[config.mk]
export PLATFORM = sky130hd
export DESIGN_NAME = brd_kernel
export DESIGN_NICKNAME = d
export VERILOG_FILES = /design/src/brd_pkg.sv /design/src/brd_kernel.sv
export SDC_FILE = /design/constraint.sdc
export NUM_CORES = 1
export LEC_CHECK = 0
export BUFFER_PORTS_ARGS = -buffer_cell sky130_fd_sc_hd__buf_4
export CAP_MARGIN = 40
export CORE_MARGIN = 2
export CORE_UTILIZATION = 48
export DETAILED_ROUTE_END_ITERATION = 7
export MAX_ROUTING_LAYER = met4
export PLACE_DENSITY = 0.83
export REMOVE_ABC_BUFFERS = 1
export SETUP_SLACK_MARGIN = 0.4
export SYNTH_ARGS = -nofsm -noshare
export SYNTH_HDL_FRONTEND = slang
export SYNTH_SLANG_ARGS = --single-unit
[constraint.sdc]
create_clock -name vclk -period 6.3
set_input_delay 0.63 -clock vclk [all_inputs]
set_output_delay 0.63 -clock vclk [all_outputs]
set_load 0.01 [all_outputs]
[src/brd_pkg.sv]
`timescale 1ns / 1ps
// shared types, constants and register codes for the rggb demosaic block
package brd_pkg;

    localparam int PIX_W         = 8;
    localparam int WIN_ROWS      = 5;
    localparam int WIN_COLS      = 5;
    localparam int VIEW_COLS     = WIN_COLS + 1;
    localparam int LS_ROWS       = WIN_ROWS - 1;
    localparam int BANK_W        = $clog2(LS_ROWS);
    localparam int MAX_WIDTH_DEF = 2048;

    localparam int WIDTH_W     = 12;
    localparam int HEIGHT_W    = 13;
    localparam int ROW_W       = 13;
    localparam int HLAST_W     = 12;
    localparam int CFG_DATA_W  = 13;
    localparam int CFG_INDEX_W = 1;

    localparam int MIN_SIZE   = 5;
    localparam int MAX_HEIGHT = 4096;

    localparam logic [WIDTH_W-1:0]  WIDTH_RST  = 12'd1280;
    localparam logic [HEIGHT_W-1:0] HEIGHT_RST = 13'd720;

    typedef enum logic [CFG_INDEX_W-1:0] {
        REG_IMAGE_WIDTH  = 1'b0,
        REG_IMAGE_HEIGHT = 1'b1
    } cfg_reg_t;

    typedef logic [PIX_W-1:0]                pix_t;
    typedef logic [WIN_ROWS-1:0][PIX_W-1:0]  col_t;
    typedef col_t [WIN_COLS-1:0]             win_t;
    typedef col_t [VIEW_COLS-1:0]            view_t;
    typedef logic [LS_ROWS-1:0][PIX_W-1:0]   ls_rows_t;

    // position of the center pixel against the frame borders
    typedef struct packed {
        logic top0;
        logic top1;
        logic bot0;
        logic bot1;
        logic left0;
        logic left1;
        logic right0;
        logic right1;
        logic odd_r;
        logic odd_c;
    } edge_t;

endpackage

[src/brd_kernel.sv]
`timescale 1ns / 1ps
// edge-directed interpolation of one pixel from the clamped 5x5 neighborhood
module brd_kernel
    import brd_pkg::*;
(
    input  view_t view,
    input  edge_t edges,
    output pix_t  blue,
    output pix_t  green,
    output pix_t  red
);

    logic [2:0] ri_m2, ri_m1, ri_p1, ri_p2;
    logic [2:0] ci_m2, ci_m1, ci_p1, ci_p2;
    pix_t p, up, dn, lf, rt, uu, dd, ll, rr;
    pix_t d_ul, d_ur, d_dr, d_dl;
    pix_t gv, gh;
    logic [PIX_W:0]   sum_v, sum_h;
    logic [PIX_W+1:0] sum4, sum_d;
    pix_t mean_v, mean_h, mean4, mean_d;

    localparam logic [2:0] ROW_MID = 3'd2;
    localparam logic [2:0] COL_MID = 3'd3;

    // border replication: offsets past an edge fold back onto the edge pixel
    always_comb
    begin
        ri_m2 = edges.top0 ? ROW_MID : (edges.top1 ? ROW_MID - 3'd1 : ROW_MID - 3'd2);
        ri_m1 = edges.top0 ? ROW_MID : ROW_MID - 3'd1;
        ri_p1 = edges.bot0 ? ROW_MID : ROW_MID + 3'd1;
        ri_p2 = edges.bot0 ? ROW_MID : (edges.bot1 ? ROW_MID + 3'd1 : ROW_MID + 3'd2);
        ci_m2 = edges.left0 ? COL_MID : (edges.left1 ? COL_MID - 3'd1 : COL_MID - 3'd2);
        ci_m1 = edges.left0 ? COL_MID : COL_MID - 3'd1;
        ci_p1 = edges.right0 ? COL_MID : COL_MID + 3'd1;
        ci_p2 = edges.right0 ? COL_MID : (edges.right1 ? COL_MID + 3'd1 : COL_MID + 3'd2);
    end

    always_comb
    begin
        p    = view[COL_MID][ROW_MID];
        up   = view[COL_MID][ri_m1];
        dn   = view[COL_MID][ri_p1];
        lf   = view[ci_m1][ROW_MID];
        rt   = view[ci_p1][ROW_MID];
        uu   = view[COL_MID][ri_m2];
        dd   = view[COL_MID][ri_p2];
        ll   = view[ci_m2][ROW_MID];
        rr   = view[ci_p2][ROW_MID];
        d_ul = view[ci_m1][ri_m1];
        d_ur = view[ci_p1][ri_m1];
        d_dr = view[ci_p1][ri_p1];
        d_dl = view[ci_m1][ri_p1];
    end

    always_comb
    begin
        gv     = (uu > dd) ? uu - dd : dd - uu;
        gh     = (rr > ll) ? rr - ll : ll - rr;
        sum_v  = {1'b0, up} + {1'b0, dn};
        sum_h  = {1'b0, lf} + {1'b0, rt};
        sum4   = {1'b0, sum_v} + {1'b0, sum_h};
        sum_d  = {2'b00, d_ul} + {2'b00, d_ur} + {2'b00, d_dr} + {2'b00, d_dl};
        mean_v = sum_v[PIX_W:1];
        mean_h = sum_h[PIX_W:1];
        mean4  = sum4[PIX_W+1:2];
        mean_d = sum_d[PIX_W+1:2];
    end

    always_comb
    begin
        if (edges.odd_r == edges.odd_c)
        begin
            // red or blue site
            if (gv < gh)
            begin
                green = mean_v;
            end
            else if (gv > gh)
            begin
                green = mean_h;
            end
            else
            begin
                green = mean4;
            end
            if (!edges.odd_r)
            begin
                red  = p;
                blue = mean_d;
            end
            else
            begin
                blue = p;
                red  = mean_d;
            end
        end
        else
        begin
            green = p;
            if (!edges.odd_r)
            begin
                red  = mean_h;
                blue = mean_v;
            end
            else
            begin
                red  = mean_v;
                blue = mean_h;
            end
        end
    end

endmodule

Word level (Yosys, flattened, before mapping)
Cells that the tools add are included.

storage, ports and cells
  bits of input ports = 250
  output and inout bits = 24
  logic and storage cells = 70
  register bits after elaboration = 0

operators by class
  multiplexer cells = 47
  eq/ne operators = 1
  $lt $le $gt $ge = 12
  $add $sub $neg = 10

operator list
  kind                count
  $bmux 40 s3         4
  $bmux 8 s3          8
  $mux 8              19
  $mux 40             2
  $mux 24             2
  $sub 8x8->8         4
  $add 8x8->9         3
  $gt 8x8->1          3
  $lt 2x4->1 const B  5
  $lt 3x4->1 const B  3
  $mux 3              4
  $add 10x8->10       1
  $add 9x8->10        1
  $add 9x9->10        1
  $lt 8x8->1          1
  $mux 2              4
  $mux 1              4
  $eq 1x1->1          1

Depth between registers and ports, before layout
Gate-level depths: netlist of the first run.

  word-level depth = 10
  mapped depth = 24
  gate-level depth less buffers = 21

Worst setup path after synthesis of the first run
OpenSTA, ideal clock, no wires.

  kind = input -> output
  from = input port edges[5] in the netlist's numbering
  to = output port green[6]
  cell stages on the path = 20
  required time = 5.670 ns
  path buffers = 3
  arrival time = 5.441 ns
  setup slack = 0.229 ns
  path through = buf_2 -> buf_1 -> mux2_2 -> mux2_2 -> fa_1 -> nor2b_1 -> o21ai_0 -> a21oi_1 -> o31ai_4 -> or4_1 -> a31o_2 -> nand3_1 -> ha_1 -> and3_1 -> a221oi_1 -> nand2_1 -> clkbuf_1 -> nand4_1 -> o21ai_0 -> o31ai_1

between the ends
  word-level cells in the longest chain between the ends = 9
  elaborated cells on any way between the ends = 17
  classes of those cells = add/sub (4); order compare (3); mux (10)

RTL lines
  what                                       line              RTL
  from (decl)                                brd_kernel.sv:7   input edge_t edges,
  $mux 2                                     brd_kernel.sv:32  ci_m2 = edges.left0 ? COL_MID : (edges.left1 ? COL_MID - 3'd1 : COL_MID - 3'd2);
  $bmux 40 s3                                brd_kernel.sv:47  ll = view[ci_m2][ROW_MID];
  $mux 24 (not written as such)              brd_kernel.sv:47
  $sub 8x8->8 or $gt 8x8->1 (tied branches)  brd_kernel.sv:58  gh = (rr > ll) ? rr - ll : ll - rr;
  $mux 8                                     brd_kernel.sv:58
  $gt 8x8->1                                 brd_kernel.sv:78  else if (gv > gh)
  $mux 8                                     brd_kernel.sv:78
  $mux 8 (*)                                 brd_kernel.sv:74  if (gv < gh)
  $mux 8 (*)                                 brd_kernel.sv:71  if (edges.odd_r == edges.odd_c)
  to (decl)                                  brd_kernel.sv:9   output pix_t green,

Mark *: on every way between the ends. The rest lies on a longest branch, timed or not. The select of a mux whose other input is x is not followed.

Worst setup path in the final report of the first run
  from = input port edges[5] in the netlist's numbering
  to = output port green[5]

The elaborated chain is that of the path after synthesis.

==> out/results.env, run 1 <==
STATUS='completed'
SYNTH.TOP_CELLS.BY_AREA='sky130_fd_sc_hd__ha_1, sky130_fd_sc_hd__mux2i_1, sky130_fd_sc_hd__fa_1, sky130_fd_sc_hd__o21ai_0, sky130_fd_sc_hd__mux4_2'
LAYOUT_COMMONEST_CELL='sky130_fd_sc_hd__buf_4'
SETUP-VIOLATIONS-FINAL=0
HOLD_VIOL=0
POSTCTSHOLDBUFS=0
MOSTFREQUENTLAYOUTCELLS='sky130_fd_sc_hd__buf_4, sky130_fd_sc_hd__inv_1, sky130_fd_sc_hd__o21ai_0, sky130_fd_sc_hd__nand2_1, sky130_fd_sc_hd__mux2i_1'
DESIGN.SEQ.COUNT=0
POWER.COMBINATIONAL.FRACTION=1.000
MAX_FREQ_MHz=173
PLACEMENT.IO_BUFFERS=138
REMAINING_DRC_ERRORS=0
MAPPEDNETLISTAREA_UM2=5170
DRT-WIRELENGTH-PER-CELL_UM=17.4
CRIT_PATH_TOP_DELAY_CELL='sky130_fd_sc_hd__mux2_2'
ROUTE.FINAL.WIRE_LENGTH_UM=16600
DPL-INSTANCE-AREA_UM2=6350
CHIP_WIDTH_UM=108
SEQ_POWER_SHARE=0
FINAL_LAYOUT_SIZE_SUFFIX_GT1_FRAC=0.299
LAYOUT.CORE_UTILIZATION=0.653
SYNTH_TOP_AREA_FRAC=0.167
GRT_PASS1_WL_UM=25100
CRITICAL_PATH_PEAK_FANOUT=11
PLACED_CELLS=942
INSTANCES_NO_FILL=957
SYNTH_CELL_TYPE_COUNT=54
MAX_SLEW_MARGIN=0.497
POWER.SHARE.SWITCHING=0.512
MAX_CAP_VIOL_COUNT=0
PERIOD_SHARE=0.915
LAYOUT.NETS=1163
ROUTED-VIA-COUNT=5530
DELAY_OF_THE_SLOWEST_CRITICAL_PATH_STAGE_NS=0.34
WORST_SLEW_PIN_SLEW_NS=0.747
PEAKVDDDROP_V=0.000140
RSZ0062_AT_GRT='no'
PATH_CLASS_OF_THE_LOWEST_SLACK_MIN_DELAY_PATH='input pin to primary output'
FINAL_MAX_SLEW_VIOL_COUNT=0
GROUTE.USAGE.OVERALL=0.275
DESIGN.DIE.AREA_UM2=11600
WORSTSETUPPATHTYPE='input pin to primary output'
FINALSETUPTNS_NS=0
SYNTH.YOSYS.SEQ_AREA_SHARE=0
GRT.OVERFLOW.TOTAL=0
LAYOUT.AREA.SEQ_UM2=0
SYNTHTOLAYOUTAREAGROWTH_PCT=31.0
IO_PINS=274
HPWL_UM=13400
WORSTPATHCELLLIST='buf_12, buf_12, mux2_4, mux2_2, inv_1, ha_4, nand4_1, buf_6, o211a_1, a311oi_2, o41ai_4, nor2b_1, a211oi_1, nand3_1, ha_4, and3_4, and2_4, nand2_2, inv_2, mux2_2, a221o_1, buf_4'
CP_NUM_BUF_INV=6
CRITICAL_PATH_REQUIRED_NS=5.67
LAYOUT.CELL_AREA.NON_FILLER_UM2=6770
P_INT_uW=739
LEAKAGEPOWER_nW=3.40
DETAIL-ROUTE-ANTENNA-NETS=0
NETSWITCHINGPOWER_uW=774
LAYOUT.CLOCK_BUFFERS=0
MIN_FROM='view[138]'
SETUP_CRIT_START_KIND='input pin'
GRT_PASS1_VIAS=5136
FILLER_CELL_COUNT=910
CPLARGESTDELAYFAMILY='compound AO/OA/AOI/OAI gates'
ROUTE.DETAILED.VIAS_PER_INST=5.78
CP_DATA_ARRIVAL_TIME_NS=5.14
SYNTH.YOSYS.WARNINGS=0
GRT_ANTENNA_BEFORE_REPAIR=1
DETAILEDROUTE.FIRSTPASSITERATIONCOUNT=5
SHARE_CLK_OF_TOTAL_POWER=0
CORE_AREA_UM2=10400
POWER_DENSITY_nW_PER_UM2=224
YOSYS.AREA.TOP_TYPE='sky130_fd_sc_hd__ha_1'
GRT_START_MAX_NET_PINS=34
DRT-INITIAL-DRC-COUNT=374
WORST_SETUP_PATH_STARTPOINT='edges[5]'
NUM_ROWS=37
GPL.FINAL_WEIGHTED_CONGESTION=0.967
MIN_PERIOD_NS=5.77
SYN_AVG_CELL_AREA_UM2=7.53
FIN_TOTAL_PWR_mW=1.51
MULTIINPUTGATEAREA_UM2=4990
END_KIND='primary output'
DIE-HEIGHT_UM=108
START_UTIL=0.498
SYN-INSTANCE-COUNT=686
==> final cells by class <==
| type | count | area share |
|---|---|---|
| multi-input combinational | 573 | 0.738 |
| tap | 136 | 0.0251 |
| antenna | 1 | 0.000370 |
| inverter | 81 | 0.0449 |
| timing repair buffer | 166 | 0.192 |
==> power by group through the flow <==
stage	clock network, mW	registers, mW	logic (mW)
2_1_floorplan	0	0	0.928
3_3_place_gp	0	0	1.34
3_5_place_dp	0	0	1.37
4_1_cts	0	0	1.40
5_1_grt	0.0000000212	0	1.67
6_report	0.0000000212	0	1.51
==> cells in the mapped netlist (2+ instances only) <==
master,n
sky130_fd_sc_hd__clkbuf_1,20
sky130_fd_sc_hd__nor2_1,25
sky130_fd_sc_hd__ha_1,69
sky130_fd_sc_hd__and3_1,3
sky130_fd_sc_hd__inv_1,81
sky130_fd_sc_hd__a21oi_1,32
sky130_fd_sc_hd__mux4_2,15
sky130_fd_sc_hd__o211a_1,3
sky130_fd_sc_hd__a31oi_1,2
sky130_fd_sc_hd__mux2i_1,68
sky130_fd_sc_hd__o21a_1,21
sky130_fd_sc_hd__o21bai_1,5
sky130_fd_sc_hd__nand2b_1,9
sky130_fd_sc_hd__buf_2,4
sky130_fd_sc_hd__nand3_1,7
sky130_fd_sc_hd__o41ai_1,3
sky130_fd_sc_hd__nand3b_1,2
sky130_fd_sc_hd__xnor2_1,19
sky130_fd_sc_hd__a21boi_0,4
sky130_fd_sc_hd__a211oi_1,5
sky130_fd_sc_hd__or4_1,2
sky130_fd_sc_hd__o31a_1,2
sky130_fd_sc_hd__a221oi_1,4
sky130_fd_sc_hd__mux2_2,18
sky130_fd_sc_hd__o21ai_0,78
sky130_fd_sc_hd__a22oi_1,2
sky130_fd_sc_hd__o211ai_1,4
sky130_fd_sc_hd__nor2b_1,12
sky130_fd_sc_hd__a31o_2,2
sky130_fd_sc_hd__nand4_1,8
sky130_fd_sc_hd__xor2_1,10
sky130_fd_sc_hd__a21o_1,7
sky130_fd_sc_hd__or2_2,4
sky130_fd_sc_hd__and2_1,2
sky130_fd_sc_hd__fa_1,22
sky130_fd_sc_hd__nand2_1,73
sky130_fd_sc_hd__buf_1,8
sky130_fd_sc_hd__o31ai_1,4
sky130_fd_sc_hd__nor3_1,10
sky130_fd_sc_hd__a311oi_1,3
==> worst min-delay path, cell delays in order <==
cell and delay [ns]:
sky130_fd_sc_hd__buf_4 0.13, sky130_fd_sc_hd__nand2_1 0.05, sky130_fd_sc_hd__o21ai_0 0.07, sky130_fd_sc_hd__buf_4 0.12
==> per-stage QoR <==
step	worst slack (ns)	hold WS, ns
2_1_floorplan	0.480	1.34
3_3_place_gp	0.157	1.63
3_5_place_dp	0.136	1.63
4_1_cts	0.389	1.63
5_1_grt	0.339	1.66
6_report	0.535	1.63
==> routing by layer <==
layer  vias to the layer above  track usage  wire length (um)
li1                       2725            -                 -
met1                      2517        0.377              7230
met2                       253        0.451              7620
met3                        35       0.0188              1270
met4                         0       0.0504               516
met5                         -            -                 0
==> final timing paths <==
path                   end  cells after the start  slack [ns]
setup / recovery  green[5]                     22        0.53
hold / removal    green[2]                      4        1.63
==> cells by family (layout without fill, tap and decap cells) <==
kind of cell    count (synthesis)  after routing  share of synthesized area
compound gates                192            192                      0.235
xor+xnor                       29             29                     0.0491
simple gates                  160            160                      0.144
other cells                     0              1                          0
buf+inv                       113            247                     0.0830
mux                           101            101                      0.236
fa+ha+maj                      91             91                      0.252
==> what timing repair did <==
item / 4_1_cts / 5_1_grt
gates resized for setup: 14 / 56
endpoints found under the setup margin: 8 / 8
pin swaps: 4 / 11
buffers inserted: 4 / 10
No activity file was read; power rests on OpenSTA's default activity.
==> inputs of run 2 (changes only) <==
==> constraint.sdc (replaced) <==
create_clock -name vclk -period 6.3
set_input_delay 0.63 -clock vclk [all_inputs]
set_output_delay 0.63 -clock vclk [all_outputs]
set_load 0.1 [all_outputs]
==> run 2 against run 1 <==
  * Cell count up 1.4%
  * Routed wire length rose by 4.2%
  * Maximum frequency is 0.19% lower
  * First-iteration DRC count increased by 2.9%
  * Sequential share of layout area did not move
  * Total power rose by 45%
  * Clock-buffer cell count unchanged
==> out/results.env, run 2 (synthesis results as in run 1) <==
LAYOUT_COMMONEST_CELL='sky130_fd_sc_hd__buf_4'  # unchanged
SYNTHTOLAYOUTAREAGROWTH_PCT=36.7  # was 31.0%
DRT-WIRELENGTH-PER-CELL_UM=17.9  # was 17.4 um
GRT_ANTENNA_BEFORE_REPAIR=1  # unchanged
PEAKVDDDROP_V=0.000417  # was 0.000140 V
CRITICAL_PATH_PEAK_FANOUT=13  # was 11
LAYOUT.CELL_AREA.NON_FILLER_UM2=7070  # was 6770 um2
RSZ0062_AT_GRT='no'  # unchanged
POWER_DENSITY_nW_PER_UM2=312  # was 224 nW/um2
CP_DATA_ARRIVAL_TIME_NS=5.15  # was 5.14 ns
START_UTIL=0.498  # unchanged
STATUS='completed'  # unchanged
DESIGN.SEQ.COUNT=0  # unchanged
POSTCTSHOLDBUFS=0  # unchanged
MAX_FREQ_MHz=173  # about the same
DESIGN.DIE.AREA_UM2=11600  # unchanged
ROUTED-VIA-COUNT=5717  # was 5530
MIN_PERIOD_NS=5.78  # was 5.77 ns
MAX_SLEW_MARGIN=0.496  # was 0.497
IO_PINS=274  # unchanged
MAX_CAP_VIOL_COUNT=0  # unchanged
DETAILEDROUTE.FIRSTPASSITERATIONCOUNT=5  # unchanged
CRITICAL_PATH_REQUIRED_NS=5.67  # about the same
NUM_ROWS=37  # unchanged
SETUP_CRIT_START_KIND='input pin'  # unchanged
SETUP-VIOLATIONS-FINAL=0  # unchanged
ROUTE.FINAL.WIRE_LENGTH_UM=17300  # was 16600 um
PLACEMENT.IO_BUFFERS=138  # unchanged
GRT.OVERFLOW.TOTAL=0  # unchanged
FINALSETUPTNS_NS=0  # unchanged
CORE_AREA_UM2=10400  # unchanged
REMAINING_DRC_ERRORS=0  # unchanged
LAYOUT.AREA.SEQ_UM2=0  # unchanged
FIN_TOTAL_PWR_mW=2.20  # was 1.51 mW
FINAL_MAX_SLEW_VIOL_COUNT=0  # unchanged
ROUTE.DETAILED.VIAS_PER_INST=5.89  # was 5.78
GRT_START_MAX_NET_PINS=39  # was 34
WORST_SLEW_PIN_SLEW_NS=0.747  # about the same
WORSTSETUPPATHTYPE='input pin to primary output'  # unchanged
FINAL_LAYOUT_SIZE_SUFFIX_GT1_FRAC=0.330  # was 0.299
LEAKAGEPOWER_nW=3.51  # was 3.40 nW
GRT_PASS1_VIAS=5184  # was 5136
LAYOUT.CLOCK_BUFFERS=0  # unchanged
GPL.FINAL_WEIGHTED_CONGESTION=0.969  # was 0.967
LAYOUT.NETS=1176  # was 1163
HPWL_UM=13700  # was 13400 um
DPL-INSTANCE-AREA_UM2=6470  # was 6350 um2
GROUTE.USAGE.OVERALL=0.278  # was 0.275
DIE-HEIGHT_UM=108  # unchanged
CHIP_WIDTH_UM=108  # unchanged
HOLD_VIOL=0  # unchanged
MOSTFREQUENTLAYOUTCELLS='sky130_fd_sc_hd__buf_4, sky130_fd_sc_hd__inv_1, sky130_fd_sc_hd__o21ai_0, sky130_fd_sc_hd__nand2_1, sky130_fd_sc_hd__mux2i_1'  # unchanged
END_KIND='primary output'  # unchanged
PERIOD_SHARE=0.917  # was 0.915
DRT-INITIAL-DRC-COUNT=385  # was 374
PATH_CLASS_OF_THE_LOWEST_SLACK_MIN_DELAY_PATH='input pin to primary output'  # unchanged
DETAIL-ROUTE-ANTENNA-NETS=0  # unchanged
FILLER_CELL_COUNT=864  # was 910
GRT_PASS1_WL_UM=25600  # was 25100 um
run 2: cell count changes in the layout (fill, tap and decap cells not counted), sizes merged:
cell,previous run,this run
clkbuf,0,5
buf,166,174
run 2: repair_timing:
item                       in CTS  in global routing
pin swaps                       6                 20
setup buffers                   3                  8
hold endpoints to repair        0                  0
cloned                          0                  2
setup endpoints to repair       8                  8
gates resized for setup        25                 78
run 2: final timing paths:
check / start / to / slack [ns] / cells past startpoint
worst max-delay path: edges[7] / green[6] / 0.52 / 22
worst min-delay path: view[142] / green[6] / 1.76 / 4
run 2: routing by layer:
layer,part of all wire,up-vias,routed length [um],GRT usage
met4,0.034,0,595,0.0531
met2,0.46,277,7900,0.451
met5,0,-,0,-
li1,-,2753,-,-
met1,0.43,2642,7490,0.384
met3,0.078,45,1340,0.0218
run 2: stage by stage:
step / setup slack (ns) / hold slack [ns] / instances / util
final: 0.524 / 1.76 / 970 / 0.682
after global routing: 0.335 / 1.77 / 970 / 0.682
after CTS: 0.400 / 1.75 / 959 / 0.637
after detailed placement: 0.0621 / 1.75 / 956 / 0.624
after global placement: 0.148 / 1.75 / 955 / 0.623
after floorplan: -1.43 / 1.77 / 654 / -
run 2: worst max-delay path, cell delays in order:
cell and delay, ns:
sky130_fd_sc_hd__buf_6 0.14, sky130_fd_sc_hd__or2_4 0.27, sky130_fd_sc_hd__buf_6 0.15, sky130_fd_sc_hd__o21a_4 0.22, sky130_fd_sc_hd__fa_2 0.39, sky130_fd_sc_hd__nand3b_1 0.23
sky130_fd_sc_hd__a21oi_2 0.22, sky130_fd_sc_hd__o22ai_2 0.12, sky130_fd_sc_hd__mux2_2 0.30, sky130_fd_sc_hd__o31a_1 0.34, sky130_fd_sc_hd__nand2b_1 0.17, sky130_fd_sc_hd__xnor2_1 0.13
sky130_fd_sc_hd__ha_1 0.30, sky130_fd_sc_hd__and3_4 0.18, sky130_fd_sc_hd__a221oi_2 0.22, sky130_fd_sc_hd__buf_4 0.17, sky130_fd_sc_hd__nand2_2 0.07, sky130_fd_sc_hd__buf_6 0.14
sky130_fd_sc_hd__nand4_1 0.07, sky130_fd_sc_hd__o21ai_0 0.08, sky130_fd_sc_hd__o31ai_1 0.30, sky130_fd_sc_hd__clkbuf_8 0.30
run 2: area by class of cell:
type | instances | area (um2) | area share
inverter | 81 | 304 | 0.0430
antenna | 1 | 2.50 | 0.000354
multi-input combinational | 573 | 5130 | 0.726
timing repair buffer | 179 | 1460 | 0.206
tap | 136 | 170 | 0.0241
run 2: power by group:
part	internal (mW)	total [mW]	switching (mW)	leakage (nW)
Clock	0.0000000213	0.0000000213	0	0.00000634
Sequential	0	0	0	0
Combinational	0.830	2.20	1.37	3.51
